--- config.mk ---
export PLATFORM = sky130hd
export DESIGN_NAME = bgs_fifo
export DESIGN_NICKNAME = d
export VERILOG_FILES = /design/src/hdl/bgs_pkg.sv /design/src/hdl/bgs_fifo.sv
export SDC_FILE = /design/constraint.sdc
export NUM_CORES = 1
export LEC_CHECK = 0
export BUFFER_PORTS_ARGS = -buffer_cell sky130_fd_sc_hd__buf_2
export CORE_UTILIZATION = 50
export CTS_BUF_LIST = sky130_fd_sc_hd__clkbuf_4 sky130_fd_sc_hd__clkbuf_8
export DETAILED_ROUTE_END_ITERATION = 16
export PLACE_DENSITY = 0.72
export SYNTH_ARGS = -nofsm -noshare
export SYNTH_HDL_FRONTEND = slang
export SYNTH_SLANG_ARGS = --single-unit
--- constraint.sdc ---
create_clock -name clk -period 12.74 [get_ports clk]
set_clock_uncertainty 0.15 [all_clocks]
set_input_delay 2.548 -clock clk [delete_from_list [all_inputs] [get_ports clk]]
set_output_delay 2.548 -clock clk [all_outputs]
set_load 0.05 [all_outputs]
--- src/hdl/bgs_pkg.sv ---
`default_nettype none
package bgs_pkg;

  localparam int MAX_WIDTH_DEF  = 2048;
  localparam int FIFO_DEPTH_DEF = 4;
  localparam int WIDTH_RESET    = 2048;
  localparam int HEIGHT_RESET   = 2;

  localparam int CH_W        = 8;
  localparam int NUM_CH      = 4;
  localparam int PIX_W       = CH_W * NUM_CH;
  localparam int GRAD_CH_W   = CH_W + 1;
  localparam int GRAD_W      = GRAD_CH_W * NUM_CH;
  localparam int COL_W       = 11;
  localparam int ROW_W       = 16;
  localparam int IMG_WIDTH_W = 12;
  localparam int CFG_DATA_W  = 16;
  localparam int CFG_IDX_W   = 1;
  localparam int IN_TDATA_W  = 32;
  localparam int OUT_FIELD_W = COL_W + ROW_W + 2 * GRAD_W;
  localparam int OUT_TDATA_W = ((OUT_FIELD_W + 7) / 8) * 8;

  typedef logic [PIX_W-1:0]  pixel_t;
  typedef logic [GRAD_W-1:0] grad_t;

  // configuration register indexes
  typedef enum logic [CFG_IDX_W-1:0] {
    REG_IMAGE_WIDTH  = 1'b0,
    REG_IMAGE_HEIGHT = 1'b1
  } cfg_reg_t;

  // index of the last result carried by one queue entry
  typedef enum logic [1:0] {
    RES_LAST0 = 2'd0,
    RES_LAST1 = 2'd1,
    RES_LAST2 = 2'd2
  } res_last_t;

  // one accepted pixel worth of results, front to back
  typedef struct packed {
    logic [COL_W-1:0] col;
    logic [COL_W-1:0] col_left;
    logic [ROW_W-1:0] row_up;
    logic [ROW_W-1:0] row;
    grad_t            hg;
    grad_t            vg;
    grad_t            hl;
    grad_t            lvg;
    res_last_t        last_idx;
  } bgs_entry_t;

  // per-channel a - b, 9 bit two's complement per channel
  function automatic grad_t diff4(input pixel_t a, input pixel_t b);
    grad_t r;
    for (int c = 0; c < NUM_CH; c++) begin
      r[c*GRAD_CH_W +: GRAD_CH_W] = {1'b0, a[c*CH_W +: CH_W]} - {1'b0, b[c*CH_W +: CH_W]};
    end
    return r;
  endfunction

endpackage
`default_nettype wire

--- src/hdl/bgs_fifo.sv ---
`default_nettype none
module bgs_fifo
  import bgs_pkg::*;
#(
  parameter int DEPTH = FIFO_DEPTH_DEF
) (
  input  wire logic       clk,
  input  wire logic       rst,
  input  wire logic       push,
  input  wire bgs_entry_t push_data,
  output logic            ready,
  input  wire logic       pop,
  output bgs_entry_t      head,
  output logic            valid
);

  localparam int PW = (DEPTH > 1) ? $clog2(DEPTH) : 1;
  localparam int CNTW = $clog2(DEPTH + 1);

  bgs_entry_t      slots [DEPTH];
  logic [PW-1:0]   wr_ptr;
  logic [PW-1:0]   rd_ptr;
  logic [CNTW-1:0] count;

  assign ready = (count != CNTW'(DEPTH));
  assign valid = (count != '0);
  assign head  = slots[rd_ptr];

  always_ff @(posedge clk) begin
    if (push) begin
      slots[wr_ptr] <= push_data;
    end
  end

  always_ff @(posedge clk) begin
    if (rst) begin
      wr_ptr <= '0;
      rd_ptr <= '0;
      count  <= '0;
    end else begin
      if (push) begin
        wr_ptr <= (wr_ptr == PW'(DEPTH - 1)) ? '0 : wr_ptr + 1'b1;
      end
      if (pop) begin
        rd_ptr <= (rd_ptr == PW'(DEPTH - 1)) ? '0 : rd_ptr + 1'b1;
      end
      if (push && !pop) begin
        count <= count + 1'b1;
      end else if (pop && !push) begin
        count <= count - 1'b1;
      end
    end
  end

  assert property (@(posedge clk) disable iff (rst) !(push && !ready))
    else $error("push into full queue");
  assert property (@(posedge clk) disable iff (rst) !(pop && !valid))
    else $error("pop from empty queue");
  assert property (@(posedge clk) disable iff (rst) count <= CNTW'(DEPTH))
    else $error("queue count beyond depth");

endmodule
`default_nettype wire

# After elaboration in Yosys (flattened, before gate mapping)

Memories as Yosys holds them, arrays and structs flattened. A register that Yosys moved wholly into a read port is not among the register bits.
Cells that the tools add are included.

Word-level logic and storage cells: 25
Memories kept: 1
Memory bits (read-only): 0
Bits in registers: 7
RAM bits: 800
Input port bits: 204
Bits in latches: 0
Output and inout bits: 202

Multiply operators: 0
Equal/unequal tests: 3
Divide/modulo/power cells: 0
$lt $le $gt $ge: 0
Bitwise operators: 0
Multiplexer cells: 8
Reductions and logical operators: 6
Shifts and indexed selects: 0
$add $sub $neg: 4

Memories:

| name  | depth | width | read ports | clocked after Yosys merged registers in | write ports | RTL line       | RTL |
|---|---|---|---|---|---|---|---|
| slots | 4     | 200   | 1          | 1                                       | 1           | bgs_fifo.sv:20 | `bgs_entry_t slots [DEPTH];` |

Operator list:

| operator              | number |
|---|---|
| $mux W2               | 4 |
| $mux W3               | 2 |
| $add A2 B1 Y2 const B | 2 |
| $eq A2 B2 Y1 const B  | 2 |
| $add A3 B1 Y3 const B | 1 |
| $ne A3 B3 Y1 const B  | 1 |
| $reduce_bool A3 Y1    | 1 |
| $sub A3 B1 Y3 const B | 1 |
| $logic_and A1 B1 Y1   | 2 |
| $logic_not A1 Y1      | 2 |
| $mux W1               | 2 |
| $reduce_bool A2 Y1    | 1 |

# Logic depth before layout (Yosys ltp)

Gate-level depths: netlist (run 1).

Depth in word-level cells: 4
Mapped depth: 7

# Worst setup path after synthesis (run 1)

OpenSTA, ideal clock, no wires.

Path kind: in2reg
From: in push
To: mem slots[0][0] (netlist name) (enable)
Path slack: 4.920 ns
Data required time: 12.006 ns
Stages: 1
Library setup time: 0.584 ns
Buffers on the path: 0
Data arrival time: 7.086 ns
Path through: and2_1

Word-level cells in the longest chain between the ends: 2

Ends and longest elaborated chain:

| element                       | RTL line       | RTL |
|---|---|---|
| from (decl)                   | bgs_fifo.sv:9  | `input wire logic push,` |
| $mux W1                       | bgs_fifo.sv:30 | `if (push) begin` |
| $mux W1 (implied by the code) | bgs_fifo.sv:31 | `slots[wr_ptr] <= push_data;` |
| to (decl)                     | bgs_fifo.sv:20 |  |

Every way passes these cells.

==> results of run 1 <==
metal layers:
| metal | wire length, um | vias to the layer above |
|---|---|---|
| met4 | 1500 | 18 |
| met1 | 21600 | 6961 |
| li1 | - | 5772 |
| met5 | 107 | - |
| met2 | 27700 | 444 |
| met3 | 4720 | 118 |
Yosys cell counts, drive strengths merged:
cell type  instances  area share, %
a21oi              2          0.034
and2               4          0.085
buf               42            1.2
clkbuf             2          0.026
dfxtp              9           0.61
edfxtp           800             82
fa                 1          0.068
ha                 6           0.26
inv                4          0.051
mux2i              4           0.14
mux4             200             15
nand2              1          0.013
nor2               8           0.10
nor3b              1          0.026
o21ai              1          0.017
or3                2          0.043
xor2               2          0.060
tightest hold or removal path: cells and delay by family (launching register included):
kind	cells	cell delay (ns)
flip-flops	1	0.32
AO/OA/AOI/OAI	2	0.14
worst max-delay path by stage:
stage                         from           end  slack, ns  cells after the start
after detailed placement  register     head[125]       7.10                      3
after global routing      register     head[102]       6.15                      3
after floorplan               push   slots[0][0]       4.92                      1
after global placement        push  slots[1][26]       7.10                      4
after CTS                 register      head[56]       6.28                      3
final                     register      head[65]       6.54                      3
cell usage in the layout, fill, tap and decap left out, drive strengths merged:
cell      netlist  layout
fa              1       1
o21ai           1       1
dfxtp           9       9
buf            42     420
nor3b           1       1
mux4          200     200
ha              6       6
clkinv          0      47
or3             2       2
diode           0      12
bufinv          0       2
nor2            8       8
and2            4       4
a21oi           2       2
clkinvlp        0       1
inv             4       8
clkbuf          2     159
mux2i           4       4
xor2            2       2
edfxtp        800     800
nand2           1       1
stage by stage:
stage | power (uW) | utilization, % | worst slack (ns) | instances
floorplan | 3700 | - | 4.92 | 1089
finish | 5790 | 59.5 | 6.54 | 2455
CTS | 5860 | 59.5 | 6.28 | 2443
global route | 6000 | 59.5 | 6.15 | 2448
global placement | 3880 | 55.5 | 7.10 | 2230
detailed placement | 3890 | 55.5 | 7.10 | 2230
final cells by class:
| type | instances | area [um^2] | area share [%] |
|---|---|---|---|
| clock buffers | 159 | 1960 | 5.71 |
| diodes | 12 | 30.0 | 0.0873 |
| flip-flops and latches | 809 | 24200 | 70.4 |
| clock inverters | 54 | 297 | 0.862 |
| multi-input cells | 232 | 4760 | 13.8 |
| inverters | 4 | 15.0 | 0.0436 |
| well taps | 765 | 957 | 2.78 |
| repair buffers | 420 | 2160 | 6.29 |
registers in the layout, indices dropped and copies added, names as in the netlist, named ones only:
signal	flops
slots	800
count	3
wr_ptr	2
rd_ptr	2
power by group:
group          leakage, uW  internal [uW]  switching (uW)  total [uW]
Combinational      0.00291            210             523         734
Sequential         0.00742           3050            36.2        3090
Clock              0.00120           1040             923        1960
Total               0.0115           4300            1480        5790
cell families (layout without fill, tap and decap cells):
family | after synthesis | count (layout) | share of synthesized area (%)
adders and majority gates | 7 | 7 | 0.324
AOI/OAI and AO/OA | 3 | 3 | 0.0512
DFF | 809 | 809 | 82.5
and+or+nand+nor | 16 | 16 | 0.269
muxes | 204 | 204 | 15.5
other | 0 | 12 | 0
xor gates and xnor gates | 2 | 2 | 0.0597
buffers and inverters | 48 | 637 | 1.26
==> flow_metrics.py, run 1 <==
metrics = {
    "global_routing": {
        "grt_remaining_overflow": 0,
        "grt_max_degree": 159,
        "grt_busiest_layer": "met2",
        "grt_use_total_pct": 18.7,
        "antenna_found_initial": 15,
        "grtUsageMet3_pct": 6.12,
        "grt_pass1_vias": 14000,
        "use_met1_pct": 23.7,
        "grt_pass1_wl_um": 83300,
        "grt.met2_usage_pct": 30.1,
    },
    "run_status": {
        "outcome": "complete, no violations",
    },
    "finish": {
        "fillCellCount": 4032,
        "layout-drive-gt1-share_pct": 47.8,
        "synthToLayoutAreaGrowth_pct": 17.3,
        "design_area_mm2": 0.0344,
        "nets": 1799,
    },
    "critical_path": {
        "cpPeakStageDelay_ns": 1.00,
        "r2r_end": "slots[3][27]",
        "slowest_stage": "dfxtp_4",
        "crit_family": "flip-flops",
        "path_class": "reg -> out",
        "r2r.worst_path.cells": 4,
        "crit_fanout": 107,
        "required_ns": 10.04,
        "path_cells": "buf_12, mux4_2, buf_2",
        "crit_arrival_ns": 3.50,
        "cp-start-kind": "register",
        "end_kind": "output pin",
        "crit_buf_inv": 2,
        "r2r_setup_slack_ns": 9.40,
        "r2r-start": "wr_ptr[0]",
    },
    "clocking": {
        "postCtsHoldBufs": 0,
        "cts_sinks": 809,
        "cts_tree": "yes",
        "clk_latency_ns": 0.69,
        "cts_resized": 0,
        "cts_buffer_depth": 3,
        "numCtsBuffers": 121,
        "cts_setup_buffers": 0,
        "cts-root-buf": "clkbuf_8",
        "cts_htree_levels": 3,
        "path_clk_slew_ns": 0.06,
    },
    "timing": {
        "layout_min_cycle_time_ns": 6.20,
        "max_slew_margin_pct": 20.0,
        "hold_slack_ns": 0.359,
        "maxSlewViolCount": 0,
        "tns_ns": 0,
        "setup_viol": 0,
        "fmax_mhz": 161,
        "tightest_slew_ns": 1.20,
        "rsz0062_at_grt": "no",
        "finalCritPeriodShare_pct": 48.7,
        "hold_viol_final": 0,
    },
    "detailed_routing": {
        "drc_errors": 0,
        "drt-wirelength-per-cell_um": 22.7,
        "dr.first_iter.drc_count": 748,
        "vias": 13300,
        "routed_wl_um": 55600,
        "first_pass_iters": 4,
        "antenna_left": 0,
        "vias_per_cell": 5.42,
    },
    "die": {
        "die_w_um": 244,
        "rows": 88,
        "die_h_um": 244,
        "io_pins": 406,
        "die_area_mm2": 0.0596,
        "initial_core_util_pct": 50.7,
        "core_area_mm2": 0.0578,
    },
    "yosys": {
        "synth_cell_types": 18,
        "syn_inst": 1089,
        "synth-seq-cells": 809,
        "seq_area_frac_synth_pct": 82.5,
        "syn_avg_cell_area_um2": 26.9,
        "yosys_warnings": 0,
        "synth_area_mm2": 0.0293,
        "syn-num-nets": 1300,
    },
    "power": {
        "leakagePower_uw": 0.0115,
        "peakVddDrop_uv": 106,
        "power_density_mw_per_mm2": 168,
    },
    "min_path": {
        "hold_path_depth": 2,
        "hold_class": "reg -> reg",
        "min_from": "count[2]",
        "hold_end": "count[2]",
    },
    "flow_run": {
        "maxCapViolations": 0,
    },
    "placement": {
        "dpl_cell_area_mm2": 0.0321,
        "placement.io_buffers": 405,
        "hpwl_um": 32800,
        "gp_congestion": 0.747,
    },
}
Note: power is estimated with default switching activity, not from simulation.
==> inputs of run 2 (changes only) <==
==> constraint.sdc (replaced) <==
create_clock -name clk -period 6 [get_ports clk]
set_clock_uncertainty 0.15 [all_clocks]
set_input_delay 1.2 -clock clk [delete_from_list [all_inputs] [get_ports clk]]
set_output_delay 1.2 -clock clk [all_outputs]
set_load 0.05 [all_outputs]
==> run 2 against run 1 <==
Sequential power increased by 110%. Final area is 0.43% higher. Die area did not move. Sequential share of layout area shrank 0.30 points. Register-to-register slack got worse by 5.7 ns.
==> flow_metrics.py, run 2 (synthesis gave the netlist of run 1 again) <==
metrics = {
    "run_status": {
        "outcome": "complete, no violations",
    },
    "detailed_routing": {
        "vias_per_cell": 5.41,
        "drc_errors": 0,
        "antenna_left": 0,
        "vias": 13300,
        "drt-wirelength-per-cell_um": 22.9,
        "routed_wl_um": 56500,
        "first_pass_iters": 4,
        "dr.first_iter.drc_count": 797,
    },
    "die": {
        "die_w_um": 244,
        "initial_core_util_pct": 50.7,
        "die_h_um": 244,
        "io_pins": 406,
        "core_area_mm2": 0.0578,
        "die_area_mm2": 0.0596,
        "rows": 88,
    },
    "timing": {
        "tightest_slew_ns": 1.12,
        "fmax_mhz": 233,
        "setup_viol": 0,
        "layout_min_cycle_time_ns": 4.28,
        "tns_ns": 0,
        "maxSlewViolCount": 0,
        "hold_viol_final": 0,
        "rsz0062_at_grt": "no",
        "hold_slack_ns": 0.349,
        "finalCritPeriodShare_pct": 71.4,
        "max_slew_margin_pct": 25.1,
        "worst_slack_ns": 1.72,
    },
    "clocking": {
        "cts_htree_levels": 3,
        "cts_setup_buffers": 0,
        "cts_sinks": 809,
        "cts_resized": 0,
        "numCtsBuffers": 119,
        "postCtsHoldBufs": 0,
        "cts-root-buf": "clkbuf_8",
        "cts_tree": "yes",
        "path_clk_slew_ns": 0.05,
        "cts_buffer_depth": 3,
        "clk_latency_ns": 0.70,
    },
    "critical_path": {
        "required_ns": 4.65,
        "slowest_stage": "dfxtp_4",
        "crit_buf_inv": 2,
        "path_class": "reg -> out",
        "crit_fanout": 54,
        "end_kind": "output pin",
        "cpPeakStageDelay_ns": 0.86,
        "cp-start-kind": "register",
        "crit_family": "flip-flops",
        "path_cells": "buf_12, mux4_2, buf_2",
        "crit_arrival_ns": 2.93,
    },
    "power": {
        "leakagePower_uw": 0.0116,
        "peakVddDrop_uv": 286,
        "total_power_uw": 12300,
        "power_density_mw_per_mm2": 356,
    },
    "global_routing": {
        "grt_max_degree": 103,
        "grtUsageMet3_pct": 5.81,
        "grt_busiest_layer": "met2",
        "grt_use_total_pct": 19.2,
        "grt_pass1_vias": 14200,
        "use_met1_pct": 24.4,
        "antenna_found_initial": 19,
        "grt_remaining_overflow": 0,
        "grt.met2_usage_pct": 30.9,
        "grt_pass1_wl_um": 84900,
    },
    "placement": {
        "hpwl_um": 34200,
        "gp_congestion": 0.750,
        "dp_slack_ns": 2.33,
        "placement.io_buffers": 405,
    },
    "finish": {
        "layout-drive-gt1-share_pct": 48.2,
        "largest-register": "slots",
        "largest_reg_flops": 800,
        "synthToLayoutAreaGrowth_pct": 17.8,
        "largest_registers": "slots: 800 flops, count: 3 flops",
        "layout_commonest_cell": "edfxtp_1",
        "final_cell_mix": "edfxtp_1 (800), buf_2 (405), mux4_2 (200)",
        "nets": 1802,
        "fillCellCount": 4039,
    },
    "min_path": {
        "hold_class": "reg -> reg",
    },
    "flow_run": {
        "maxCapViolations": 0,
    },
}
==> run 2: cell count changes in the layout (fill, tap and decap cells not counted), sizes merged <==
cell / previous run / this run
clkinvlp: 1 / 0
inv: 8 / 7
clkinv: 47 / 50
clkbuf: 159 / 160
diode: 12 / 10
buf: 420 / 425
==> run 2: final timing paths <==
path	startpoint	endpoint	slack, ns	depth (start not counted)
max	register	head[17]	1.72	3
min	count[2]	count[2]	0.35	2
max reg2reg	wr_ptr[0]	slots[3][11]	3.67	3
min reg2reg	count[2]	count[2]	0.35	2
==> run 2: area by class of cell <==
class / count / area (um^2) / share of cell area [%]
Sequential cell: 809 / 24200 / 70.1
Multi-Input combinational cell: 232 / 4760 / 13.8
Inverter: 4 / 15.0 / 0.0435
Tap cell: 765 / 957 / 2.77
Antenna cell: 10 / 25.0 / 0.0724
Clock buffer: 160 / 1960 / 5.69
Timing Repair Buffer: 425 / 2300 / 6.66
Clock inverter: 55 / 312 / 0.902
==> run 2: stage by stage <==
stage	util, %	cells	instance area, um^2
detailed placement	55.8	2235	32200
floorplan	-	1089	29300
finish	59.8	2460	34500
global route	59.8	2457	34500
CTS	59.7	2450	34500
global placement	55.8	2235	32200
==> run 2: report_power, final <==
part / internal (uW) / total, uW / switching, uW
sequential: 6480 / 6560 / 80.1
combinational: 456 / 1570 / 1110
clock: 2210 / 4160 / 1960
total: 9150 / 12300 / 3150
==> run 2: worst min-delay path: stages, from the launching register on <==
cell and delay, ns:
dfxtp_1 0.32, o21ai_0 0.07, a21oi_1 0.06
==> run 2: metal layers <==
metal / vias to the layer above / routed length (um)
met5: - / 133
met4: 22 / 1550
met3: 117 / 4370
met2: 406 / 28600
met1: 6981 / 21800
li1: 5780 / -
