## config.mk

```make
export PLATFORM = sky130hd
export DESIGN_NAME = bgs_back
export DESIGN_NICKNAME = d
export VERILOG_FILES = /design/src/hdl/bgs_pkg.sv /design/src/hdl/bgs_back.sv
export SDC_FILE = /design/constraint.sdc
export NUM_CORES = 1
export LEC_CHECK = 0
export ABC_AREA = 0
export ABC_CLOCK_PERIOD_IN_PS = 7900
export BUFFER_PORTS_ARGS = -buffer_cell sky130_fd_sc_hd__buf_2
export CORE_AREA = 4 4 117 119
export CTS_BUF_LIST = sky130_fd_sc_hd__clkbuf_16
export DETAILED_ROUTE_END_ITERATION = 10
export DIE_AREA = 0 0 121 123
export GPL_ROUTABILITY_DRIVEN = 0
export GPL_TIMING_DRIVEN = 1
export HOLD_SLACK_MARGIN = 0.05
export PLACE_DENSITY = 0.74
export SKIP_CTS_REPAIR_TIMING = 1
export SLEW_MARGIN = 40
export SYNTH_ARGS = -nofsm -noshare
export SYNTH_HDL_FRONTEND = slang
export SYNTH_SLANG_ARGS = --single-unit
```

## constraint.sdc

```tcl
create_clock -name clk -period 7.9 [get_ports clk]
set_input_delay 2.37 -clock clk [delete_from_list [all_inputs] [get_ports clk]]
set_output_delay 2.37 -clock clk [all_outputs]
set_load 0.02 [all_outputs]
```

## src/hdl/bgs_pkg.sv

```systemverilog
`default_nettype none
package bgs_pkg;

  localparam int MAX_WIDTH_DEF  = 2048;
  localparam int FIFO_DEPTH_DEF = 4;
  localparam int WIDTH_RESET    = 2048;
  localparam int HEIGHT_RESET   = 2;

  localparam int CH_W        = 8;
  localparam int NUM_CH      = 4;
  localparam int PIX_W       = CH_W * NUM_CH;
  localparam int GRAD_CH_W   = CH_W + 1;
  localparam int GRAD_W      = GRAD_CH_W * NUM_CH;
  localparam int COL_W       = 11;
  localparam int ROW_W       = 16;
  localparam int IMG_WIDTH_W = 12;
  localparam int CFG_DATA_W  = 16;
  localparam int CFG_IDX_W   = 1;
  localparam int IN_TDATA_W  = 32;
  localparam int OUT_FIELD_W = COL_W + ROW_W + 2 * GRAD_W;
  localparam int OUT_TDATA_W = ((OUT_FIELD_W + 7) / 8) * 8;

  typedef logic [PIX_W-1:0]  pixel_t;
  typedef logic [GRAD_W-1:0] grad_t;

  // configuration register indexes
  typedef enum logic [CFG_IDX_W-1:0] {
    REG_IMAGE_WIDTH  = 1'b0,
    REG_IMAGE_HEIGHT = 1'b1
  } cfg_reg_t;

  // index of the last result carried by one queue entry
  typedef enum logic [1:0] {
    RES_LAST0 = 2'd0,
    RES_LAST1 = 2'd1,
    RES_LAST2 = 2'd2
  } res_last_t;

  // one accepted pixel worth of results, front to back
  typedef struct packed {
    logic [COL_W-1:0] col;
    logic [COL_W-1:0] col_left;
    logic [ROW_W-1:0] row_up;
    logic [ROW_W-1:0] row;
    grad_t            hg;
    grad_t            vg;
    grad_t            hl;
    grad_t            lvg;
    res_last_t        last_idx;
  } bgs_entry_t;

  // per-channel a - b, 9 bit two's complement per channel
  function automatic grad_t diff4(input pixel_t a, input pixel_t b);
    grad_t r;
    for (int c = 0; c < NUM_CH; c++) begin
      r[c*GRAD_CH_W +: GRAD_CH_W] = {1'b0, a[c*CH_W +: CH_W]} - {1'b0, b[c*CH_W +: CH_W]};
    end
    return r;
  endfunction

endpackage
`default_nettype wire

```

## src/hdl/bgs_back.sv

```systemverilog
`default_nettype none
module bgs_back
  import bgs_pkg::*;
(
  input  wire logic                   clk,
  input  wire logic                   rst,
  input  wire logic                   q_valid,
  input  wire bgs_entry_t             q_entry,
  output logic                        q_pop,
  output logic                        m_tvalid,
  input  wire logic                   m_tready,
  output logic [OUT_TDATA_W-1:0]      m_tdata,
  output logic                        m_tlast
);

  res_last_t                idx;
  res_last_t                idx_next;
  logic                     load;
  logic [COL_W-1:0]         sel_col;
  logic [ROW_W-1:0]         sel_row;
  grad_t                    sel_gx;
  grad_t                    sel_gy;
  logic                     sel_done;

  assign load  = q_valid && (!m_tvalid || m_tready);
  assign q_pop = load && (idx == q_entry.last_idx);

  always_comb begin
    case (idx)
      RES_LAST1: begin
        sel_col  = q_entry.col_left;
        sel_row  = q_entry.row;
        sel_gx   = q_entry.hl;
        sel_gy   = q_entry.lvg;
        sel_done = 1'b0;
        idx_next = RES_LAST2;
      end
      RES_LAST2: begin
        sel_col  = q_entry.col;
        sel_row  = q_entry.row;
        sel_gx   = q_entry.hl;
        sel_gy   = q_entry.vg;
        sel_done = 1'b1;
        idx_next = RES_LAST0;
      end
      default: begin
        sel_col  = q_entry.col;
        sel_row  = q_entry.row_up;
        sel_gx   = q_entry.hg;
        sel_gy   = q_entry.vg;
        sel_done = 1'b0;
        idx_next = RES_LAST1;
      end
    endcase
  end

  always_ff @(posedge clk) begin
    if (rst) begin
      idx      <= RES_LAST0;
      m_tvalid <= 1'b0;
    end else if (load) begin
      m_tvalid <= 1'b1;
      idx      <= q_pop ? RES_LAST0 : idx_next;
    end else if (m_tready) begin
      m_tvalid <= 1'b0;
    end
  end

  always_ff @(posedge clk) begin
    if (load) begin
      m_tdata <= OUT_TDATA_W'({sel_gy, sel_gx, sel_row, sel_col});
      m_tlast <= sel_done;
    end
  end

  assert property (@(posedge clk) disable iff (rst) q_pop |-> q_valid)
    else $error("pop from empty queue");
  assert property (@(posedge clk) disable iff (rst) idx != RES_LAST0 |-> q_valid)
    else $error("entry left the queue before all its beats went out");
  assert property (@(posedge clk) disable iff (rst)
    (load && idx == RES_LAST2) |=> (m_tvalid && m_tlast))
    else $error("frame end beat lost its last flag");

endmodule
`default_nettype wire

```

; ---- Word-level counts from Yosys, hierarchy flattened
; Index checks and enable logic that the tools add are counted.
[totals]
ff_bits = 103
inputBits = 204
out_inout_bits = 107
word_cells = 22
[op_classes]
eq_ne = 3
n_mux = 9
n_reduce_logical = 6
[op_table]
columns = operator, count
row1 = two-way mux 36 bit, 2
row2 = two-way mux 16 bit, 1
row3 = two-way mux 11 bit, 1
row4 = case mux 2 bit (2 select lines), 1
row5 = two-way mux 1 bit, 3
row6 = == test 2 x 1 -> 1 bit (second input constant), 1
row7 = == test 2 bit, 1
row8 = == test 2 bit (second input constant), 1
row9 = logical AND 1 bit, 2
row10 = two-way mux 2 bit, 1
row11 = nonzero test 2 bit, 1
row12 = OR reduction 2 bit, 1
row13 = logical NOT 1 bit, 1
row14 = logical OR 1 bit, 1

; ---- Depth between registers and ports, before layout
; Gate-level depths: netlist of the first run.
[logic_depth]
ltp_word = 5
mapped_depth = 6
depth_no_buf = 4

; ---- Worst setup path before layout of the first run
; No wires, ideal clock.
[synth_path]
path_kind = in2out
from = in m_tready
to = out q_pop
t_arrival_ps = 5327
t_required_ps = 5530
slack_ps = 203
stages = 3
path_buffers = 0
cell_sequence = nand2b_4 > and2_1 > and2_1
[synth_between]
elab_chain_len = 3
[synth_lines]
columns = element, line
row1 = from (decl), bgs_back.sv:11  ; input wire logic m_tready,
row2 = logical OR 1 bit, bgs_back.sv:25  ; assign load = q_valid && (!m_tvalid || m_tready);
row3 = logical AND 1 bit, bgs_back.sv:25
row4 = named net load, bgs_back.sv:18  ; logic load;
row5 = logical AND 1 bit, bgs_back.sv:26  ; assign q_pop = load && (idx == q_entry.last_idx);
row6 = to (decl), bgs_back.sv:9  ; output logic q_pop,
; The timed path passes the listed nets, and every way through them passes these cells.

; ---- Worst setup path in the final report of the first run
; Ends and elaborated chain as after synthesis.

==> metrics, run 1 <==
Pint=0.00104 W; worst-path cell chain=buf_2, nand2b_4, and2_4, and2_1, buf_2; unrepaired setup endpoints after global routing=false; Worst path top cell family by delay=simple AND/OR/NAND/NOR gates; synthesized area per cell=20.2 um^2; sequential fraction of the synthesis area=0.642; commonest non-fill, non-tap cell in the layout=buf_2; Routed WL per cell=16.4 um; worst hold path type=reg2reg; Max Fclk=171 MHz; final setup margin=2.04 ns; first-pass GRT wire length=16600 um; share of cells above drive strength 1=0.770; status=completed; initial antenna violation count=0; Worst-path clk slew=0.07 ns; Critical Path End Type=output pin; Sink Count=103; non-filler cells, final=720; fin crit share=0.741; Pwr Total=0.00140 W; placement-stage cell area=6420 um^2; Core Box Area=12600 um^2; Fillers=1023; Final Skew=0.00721 ns; relative slew slack=0.497; Die H=123 um; Worst Setup Start Kind=input pin; cell total after placement=704; fin area=6680 um^2; Inserted Diodes=0; Initial DRT Pass Iterations=4; Switching Fraction=0.254; Final Max Slew Viols=0; CTS tree=done; Total Routing Usage GR=0.146; row cnt=41; Area Overhead vs Synth=40.0%; Routed WL=11800 um; fin nets=750; PwrDens=209 nW/um^2; GRT overflow=0; die width=121 um; Routed Antenna Nets=0; peak fanout along the critical path=47; Top Ports=311; Psw=0.000355 W; root cell of the clock tree=clkbuf_16; Worst Setup Path Type=in2out; leakage=3.17 nW; setup_tns=0 ns; die area=14900 um^2; FF+latch count, synth=103; pre-CTS setup slack=2.02 ns; GR Layer Usage met1=0.153; vias in the first global route=3329; 1st-iter DRT viols=106; Worst path slowest cell=and2_4; endpoints failing setup=0; met2 Track Usage GR=0.267; Initial Util=0.379; WP data required=5.53 ns; HPWL Detailed=9410 um; Yosys cell types=17; Ys Warns=0; Clock Power Share=0.275; Synth Cell Area=4770 um^2; VDD IR max=0.0894 mV; CP arrival=3.49 ns; DR DRC count=0; Post-Syn Instances=236; CP dominant cell by count=buf_2; CTS H-tree depth=3; Comb pwr share=0.240; GR Util met3=0.0503; final worst path period need=5.86 ns; Worst-Margin Slew=0.755 ns; Worst-Skew Late Latency=0.33 ns; most frequent cells in the layout=305 x buf_2, 100 x edfxtp_1, 79 x mux2_4; Vias/cell=4.47; DR vias=3216; global route hottest layer=met2; endpoints failing hold=0; CTS Buf Count=9; Seq pwr share=0.484; maximum clock insertion buffer count=2; Largest stage delay, worst path=0.53 ns; Max Cap Viol=0; largest net degree at the start of global routing=58; # port buffers=305; Worst Path Buf+Inv=2
## tightest hold or removal path, delay by kind of cell (launching register included)
| family | cells | cell delay [ns] |
|---|---|---|
| AND/OR/NAND/NOR | 1 | 0.09 |
| AO/OA/AOI/OAI | 1 | 0.06 |
| flip-flops | 1 | 0.34 |
## power groups by stage
| stage | Sequential [W] | Clock (W) | Combinational, W |
|---|---|---|---|
| finish | 0.000677 | 0.000385 | 0.000335 |
| global route | 0.000680 | 0.000418 | 0.000356 |
| CTS | 0.000677 | 0.000398 | 0.000340 |
| detailed placement | 0.000689 | 0 | 0.000339 |
| global placement | 0.000687 | 0 | 0.000331 |
| floorplan | 0.000752 | 0 | 0.000168 |
## logic make-up (layout without fill, tap and decap cells)
kind of cell	Yosys count	after routing	synth area share
AO/OA/AOI/OAI	3	3	0.00472
flip-flops	103	103	0.642
other	1	5	0.000786
XOR/XNOR	2	2	0.00367
adder cells (fa/ha/maj)	3	3	0.00787
AND/OR/NAND/NOR	6	6	0.00997
buffers and inverters	19	327	0.0349
multiplexers	99	99	0.296
## through the flow
step	hold WS (ns)	utilization
after CTS	0.539	0.531
final	0.541	0.531
after global routing	0.563	0.531
after global placement	0.503	0.510
after detailed placement	0.520	0.511
after floorplan	0.525	-
## final cells by class
class,count,area [um^2],share of cell area
multi-input combinational,118,1570,0.236
clock buffer,9,225,0.0337
sequential,103,3060,0.459
tap,172,215,0.0322
clock inverter,7,28.8,0.00431
timing repair buffer,308,1560,0.234
inverter,3,11.3,0.00169
## registers in the layout, summed over array words and instances, names as in the netlist
signal and flops:
idx 2, m_tdata 99, m_tlast 1, m_tvalid 1
## cells in the mapped netlist
master,count,area share
nand4b_1,2,0.0037
o32ai_1,2,0.0037
buf_4,5,0.0079
and2_1,2,0.0026
nor2_1,1,0.00079
dfxtp_1,3,0.013
edfxtp_1,100,0.63
xor2_1,2,0.0037
mux2_4,79,0.25
nand2b_4,1,0.0029
inv_1,3,0.0024
mux2_2,20,0.047
conb_1,1,0.00079
buf_6,10,0.024
buf_2,1,0.0010
a21oi_1,1,0.0010
ha_1,3,0.0079
## metal layers
| metal | part of all wire | wire (um) | up-vias |
|---|---|---|---|
| met5 | 0 | 0 | - |
| met4 | 0.015 | 182 | 0 |
| met3 | 0.11 | 1300 | 13 |
| met2 | 0.52 | 6170 | 193 |
| met1 | 0.35 | 4160 | 1496 |
| li1 | - | - | 1514 |
## path summary, 6_finish.rpt
check	from	end	slack [ns]	cells after the start
setup / recovery	m_tready	q_pop	2.04	5
setup reg to reg	m_tvalid$_SDFFE_PP0P_	m_tdata[89]$_DFFE_PP_	5.83	3
hold reg to reg	m_tvalid$_SDFFE_PP0P_	m_tvalid$_SDFFE_PP0P_	0.54	2
hold / removal	m_tvalid$_SDFFE_PP0P_	m_tvalid$_SDFFE_PP0P_	0.54	2
Note: power is estimated with default switching activity, not from simulation.
==> run 2: changes to the inputs <==
--- a/config.mk
+++ b/config.mk
@@ -5,17 +5,17 @@
 export SDC_FILE = /design/constraint.sdc
 export NUM_CORES = 1
 export LEC_CHECK = 0
-export ABC_AREA = 0
-export ABC_CLOCK_PERIOD_IN_PS = 7900
+export ABC_AREA = 1
+export ABC_CLOCK_PERIOD_IN_PS = 4700
 export BUFFER_PORTS_ARGS = -buffer_cell sky130_fd_sc_hd__buf_2
-export CORE_AREA = 4 4 117 119
+export CORE_AREA = 4 4 119 121
 export CTS_BUF_LIST = sky130_fd_sc_hd__clkbuf_16
 export DETAILED_ROUTE_END_ITERATION = 10
-export DIE_AREA = 0 0 121 123
+export DIE_AREA = 0 0 123 125
 export GPL_ROUTABILITY_DRIVEN = 0
 export GPL_TIMING_DRIVEN = 1
 export HOLD_SLACK_MARGIN = 0.05
-export PLACE_DENSITY = 0.74
+export PLACE_DENSITY = 0.73
 export SKIP_CTS_REPAIR_TIMING = 1
 export SLEW_MARGIN = 40
 export SYNTH_ARGS = -nofsm -noshare
==> constraint.sdc (replaced) <==
create_clock -name clk -period 4.7 [get_ports clk]
set_input_delay 1.41 -clock clk [delete_from_list [all_inputs] [get_ports clk]]
set_output_delay 1.41 -clock clk [all_outputs]
set_load 0.02 [all_outputs]
==> run 2 against run 1 <==
  * Final cell count up 17%
  * Largest power group unchanged
  * Hold slack better by 0.056 ns
  * Routed wire length up 3.5%
  * Die area up 3.3%
  * Setup slack worse by 0.88 ns
  * Highest routed layer is now met5
  * Clock skew down 0.0032 ns
  * Register-to-register slack worse by 3.7 ns
  * Synthesized cell count up 51%
  * Power up 82%
  * Count of clock-buffer cells in the layout unchanged
==> metrics, run 2 <==
relative slew slack=0.524; Core Box Area=13100 um^2; # port buffers=305; area of the multi-input gates=1380 um^2; Synth top area share=0.655; FFs w/ async S/R, synth=0; Initial DRT Pass Iterations=4; GRT overflow=0; share of cells above drive strength 1=0.562; commonest non-fill, non-tap cell in the layout=buf_2; Routed WL per cell=14.5 um; Vias/cell=4.34; Worst Setup Start Kind=input pin; Synth Cell Area=4590 um^2; fin crit share=0.752; die area=15400 um^2; Largest stage delay, worst path=0.20 ns; Area Overhead vs Synth=43.7%; setup_tns=0 ns; maximum clock insertion buffer count=2; Total Routing Usage GR=0.148; VDD IR max=0.172 mV; most frequent cells in the layout=305 x buf_2, 164 x nand2_1, 100 x edfxtp_1; Initial Util=0.350; Worst-Skew Late Latency=0.34 ns; Fillers=1191; most frequent cell after synthesis=nand2_1; HPWL Detailed=9570 um; die width=123 um; Regs by FF count=m_tdata: 99 flops, idx: 2 flops; Routed WL=12200 um; row cnt=42; 1st-iter DRT viols=144; Sink Count=103; Routed Antenna Nets=0; cell total after placement=825; first-pass GRT wire length=17400 um; WP data required=3.29 ns; CTS Buf Count=9; Post-synth top flop=edfxtp_1; number of synthesized flops with an enable pin=100; Worst Setup Path Type=in2out; initial antenna violation count=1; Biggest register=m_tdata; PwrDens=386 nW/um^2; R2R setup slack=2.13 ns; largest net degree at the start of global routing=54; placement-stage cell area=6250 um^2; synthesized area per cell=12.8 um^2; sequential fraction of the synthesis area=0.668; CTS H-tree depth=3; Final Skew=0.00397 ns; fin nets=867; CP arrival=2.12 ns; Area contributors post-synth=edfxtp_1 65%, nand2_1 13%, mux2_4 9.8%; worst-path cell chain=buf_2, inv_1, a21oi_4, nand2_1, nor2_2, buf_2; CP dominant cell by count=buf_2; Largest register FFs=99; CTS tree=done; Max Fclk=283 MHz; DR DRC count=0; endpoints failing hold=0; Max Cap Viol=0; status=completed; endpoints failing setup=0; unrepaired setup endpoints after global routing=false; Critical Path End Type=output pin; Inserted Diodes=0; Worst-path clk slew=0.06 ns; Post-synth top cells=164 x nand2_1, 100 x edfxtp_1, 30 x mux2_4, 17 x mux2_2; Worst-Margin Slew=0.713 ns; non-filler cells, final=841; Hold WS=0.597 ns; FF+latch count, synth=103; Post-Syn Instances=357; Die H=125 um; leakage=3.24 nW; final core utilization=0.503; top cell type by total area after synthesis=edfxtp_1; root cell of the clock tree=clkbuf_16; peak fanout along the critical path=4; vias in the first global route=3624; Reg area=3060 um^2; Ys Warns=0; Top Ports=311; worst hold path type=reg2reg; fin area=6590 um^2; final worst path period need=3.53 ns; Final Max Slew Viols=0; DR vias=3654; Yosys cell types=18; Worst path slowest cell=buf_2
-- run 2: changes by cell type after synthesis, moves of 6 or more --
| cell | change |
|---|---|
| nand2_1 | +164 |
| mux2_4 | -49 |
| buf_2 | +6 |
| buf_6 | -6 |
-- run 2: layer usage --
| layer | share of wire | global-route usage |
|---|---|---|
| met4 | 0.030 | 0.0736 |
| met1 | 0.34 | 0.140 |
| met2 | 0.51 | 0.277 |
| met3 | 0.12 | 0.0528 |
| met5 | 0.00057 | 0 |
-- run 2: through the flow --
step | power, W | setup slack, ns
floorplan | 0.00154 | -0.345
global placement | 0.00174 | 1.23
detailed placement | 0.00175 | 1.18
CTS | 0.00259 | 1.18
global route | 0.00267 | 1.11
finish | 0.00254 | 1.17
-- run 2: worst max-delay path: cells and delay by family --
family | cells | cell delay, ns
compound gates | 1 | 0.12
buf+inv | 3 | 0.39
simple gates | 2 | 0.20
-- run 2: cell type report --
cell class,count,area share
Multi-Input combinational cell,229,0.209
Clock inverter,7,0.0169
Tap cell,176,0.0334
Clock buffer,9,0.0342
Inverter,8,0.00475
Sequential cell,103,0.465
Timing Repair Buffer,309,0.236
-- run 2: path summary, 6_finish.rpt --
check | start | depth (start not counted) | to
setup / recovery | q_valid | 6 | q_pop
hold / removal | m_tvalid$_SDFFE_PP0P_ | 2 | m_tvalid$_SDFFE_PP0P_
setup reg to reg | idx[0]$_SDFFE_PP0P_ | 6 | m_tdata[37]$_DFFE_PP_
hold reg to reg | m_tvalid$_SDFFE_PP0P_ | 2 | m_tvalid$_SDFFE_PP0P_
-- run 2: power breakdown --
group          internal [W]  total, W  switching [W]
clock network      0.000517  0.000827       0.000311
logic              0.000223  0.000561       0.000337
registers           0.00113   0.00116      0.0000225
total               0.00187   0.00254       0.000671
-- run 2: kinds of logic (layout without fill, tap and decap cells) --
| family | after synthesis | in the layout | share of synthesized area |
|---|---|---|---|
| and+or+nand+nor | 171 | 171 | 0.141 |
| DFF | 103 | 103 | 0.668 |
| muxes | 47 | 47 | 0.140 |
| buffers and inverters | 29 | 333 | 0.0371 |
| adders and majority gates | 3 | 3 | 0.00819 |
| AOI/OAI and AO/OA | 2 | 2 | 0.00300 |
| other | 1 | 5 | 0.000818 |
| xor gates and xnor gates | 1 | 1 | 0.00191 |
==> run 3: changes to the inputs <==
--- a/config.mk
+++ b/config.mk
@@ -5,17 +5,17 @@
 export SDC_FILE = /design/constraint.sdc
 export NUM_CORES = 1
 export LEC_CHECK = 0
-export ABC_AREA = 1
-export ABC_CLOCK_PERIOD_IN_PS = 4700
+export ABC_AREA = 0
+export ABC_CLOCK_PERIOD_IN_PS = 3070
 export BUFFER_PORTS_ARGS = -buffer_cell sky130_fd_sc_hd__buf_2
-export CORE_AREA = 4 4 119 121
+export CORE_MARGIN = 4
+export CORE_UTILIZATION = 38
 export CTS_BUF_LIST = sky130_fd_sc_hd__clkbuf_16
 export DETAILED_ROUTE_END_ITERATION = 10
-export DIE_AREA = 0 0 123 125
 export GPL_ROUTABILITY_DRIVEN = 0
 export GPL_TIMING_DRIVEN = 1
 export HOLD_SLACK_MARGIN = 0.05
-export PLACE_DENSITY = 0.73
+export PLACE_DENSITY = 0.77
 export SKIP_CTS_REPAIR_TIMING = 1
 export SLEW_MARGIN = 40
 export SYNTH_ARGS = -nofsm -noshare
==> constraint.sdc (replaced) <==
create_clock -name clk -period 3.07 [get_ports clk]
set_input_delay 0.921 -clock clk [delete_from_list [all_inputs] [get_ports clk]]
set_output_delay 0.921 -clock clk [all_outputs]
set_load 0.02 [all_outputs]
==> run 3 against run 2 <==
  * Non-clock buffer count down 1
  * Via count decreased by 12%
  * Final cell count shrank 15%
  * Routed wire length fell by 3.2%
  * Highest routed layer is now met4
  * First-iteration DRC count is 27% lower
  * Setup slack got worse by 0.68 ns
  * Count of clock-buffer cells in the layout did not move
  * Clock skew rose by 0.0069 ns
  * Critical path type unchanged
  * Global-route usage increased by 0.67 points
  * Register-to-register slack got worse by 1.0 ns
  * Power increased by 46%
==> metrics, run 3 (synthesis gave the netlist of run 1 again) <==
worst hold path type=reg2reg; WP data required=2.15 ns; Largest register FFs=99; Routed WL per cell=16.5 um; DR DRC count=0; fin area=6740 um^2; PwrDens=551 nW/um^2; Final Max Slew Viols=0; CP arrival=1.67 ns; reg2reg path depth=4; worst hold start=m_tvalid$_SDFFE_PP0P_; share of cells above drive strength 1=0.776; VDD IR max=0.343 mV; Worst path slowest cell=nor2_1; Initial DRT Pass Iterations=4; Pwr Total=0.00371 W; first-pass GRT wire length=17200 um; Vias/cell=4.48; Total Routing Usage GR=0.155; Sink Count=103; leakage=3.18 nW; initial antenna violation count=0; root cell of the clock tree=clkbuf_16; GRT overflow=0; Critical Path End Type=output pin; row cnt=40; Routed Antenna Nets=0; fin nets=750; unrepaired setup endpoints after global routing=false; r2r endpoint=m_tdata[46]$_DFFE_PP_; worst-path cell chain=buf_2, xor2_1, nor2_1, and2_4, buf_2; Top Ports=311; non-filler cells, final=716; Inserted Diodes=0; largest net degree at the start of global routing=103; Worst Setup Start Kind=input pin; HPWL Detailed=9330 um; CTS H-tree depth=3; Largest stage delay, worst path=0.18 ns; worst hold path stage count=2; fin crit share=0.843; placement-stage cell area=6450 um^2; Final Skew=0.0109 ns; Regs by FF count=m_tdata: 99 flops, idx: 2 flops; Worst-Margin Slew=0.519 ns; maximum clock insertion buffer count=2; relative slew slack=0.654; commonest non-fill, non-tap cell in the layout=buf_2; Hold Crit Endpoint=m_tvalid$_SDFFE_PP0P_; CP dominant cell by count=buf_2; status=completed; Area Overhead vs Synth=41.2%; die area=14400 um^2; Max Cap Viol=0; DR vias=3208; Max Fclk=386 MHz; Core Box Area=12200 um^2; 1st-iter DRT viols=105; Worst Setup Path Type=in2out; endpoints failing setup=0; RR Startpoint=idx[0]$_SDFFE_PP0P_; CTS Buf Count=9; vias in the first global route=3403; final worst path period need=2.59 ns; CTS tree=done; setup_tns=0 ns; Initial Util=0.392; Routed WL=11800 um; most frequent cells in the layout=305 x buf_2, 100 x edfxtp_1, 79 x mux2_4; Fillers=996; R2R setup slack=1.08 ns; # port buffers=305; cell total after placement=700; Worst-Skew Late Latency=0.34 ns; peak fanout along the critical path=3; die width=120 um; Biggest register=m_tdata; Worst-path clk slew=0.07 ns; Die H=120 um; endpoints failing hold=0
## run 3: changes by cell type in the layout (fill, tap and decap cells not counted), sizes merged, moves of 3 or more
cell | before | now
inv | 7 | 4
mux2 | 47 | 99
nand2 | 164 | 0
nand3 | 4 | 0
## run 3: critical path, delay by kind of cell
family,cells,cell delay (ns)
and+or+nand+nor,2,0.35
buffers and inverters,2,0.26
xor gates and xnor gates,1,0.14
## run 3: worst max-delay path by stage
stage                     from    end  slack (ns)  cells after the start
detailed placement  q_entry[1]  q_pop        0.48                      5
CTS                 q_entry[1]  q_pop        0.48                      5
finish              q_entry[1]  q_pop        0.48                      5
global placement    q_entry[1]  q_pop        0.49                      5
floorplan             m_tready  q_pop       0.006                      3
global route        q_entry[1]  q_pop        0.43                      5
## run 3: metal layers
metal  up-vias  share of wire  track usage
met2       198           0.51        0.280
met4         0          0.026       0.0666
li1       1519              -            -
met5         -              0            0
met3        24           0.12       0.0636
met1      1467           0.35        0.156
## run 3: cell type report
class,count,area [um^2],area share
Clock buffer,9,225,0.0334
Tap cell,168,210,0.0312
Multi-Input combinational cell,118,1580,0.234
Timing Repair Buffer,308,1590,0.236
Inverter,3,11.3,0.00167
Clock inverter,7,65.1,0.00966
Sequential cell,103,3060,0.455
## run 3: report_power, final
part / switching [W] / internal (W)
Combinational: 0.000423 / 0.000445
Sequential: 0.0000330 / 0.00171
Clock: 0.000477 / 0.000625
Total: 0.000933 / 0.00278
## run 3: per-stage QoR
| step | utilization | setup WS [ns] | hold slack, ns |
|---|---|---|---|
| 2_1_floorplan | - | 0.00620 | 0.525 |
| 3_3_place_gp | 0.530 | 0.489 | 0.506 |
| 3_5_place_dp | 0.530 | 0.479 | 0.517 |
| 4_1_cts | 0.554 | 0.477 | 0.526 |
| 5_1_grt | 0.554 | 0.427 | 0.543 |
| 6_report | 0.554 | 0.482 | 0.530 |
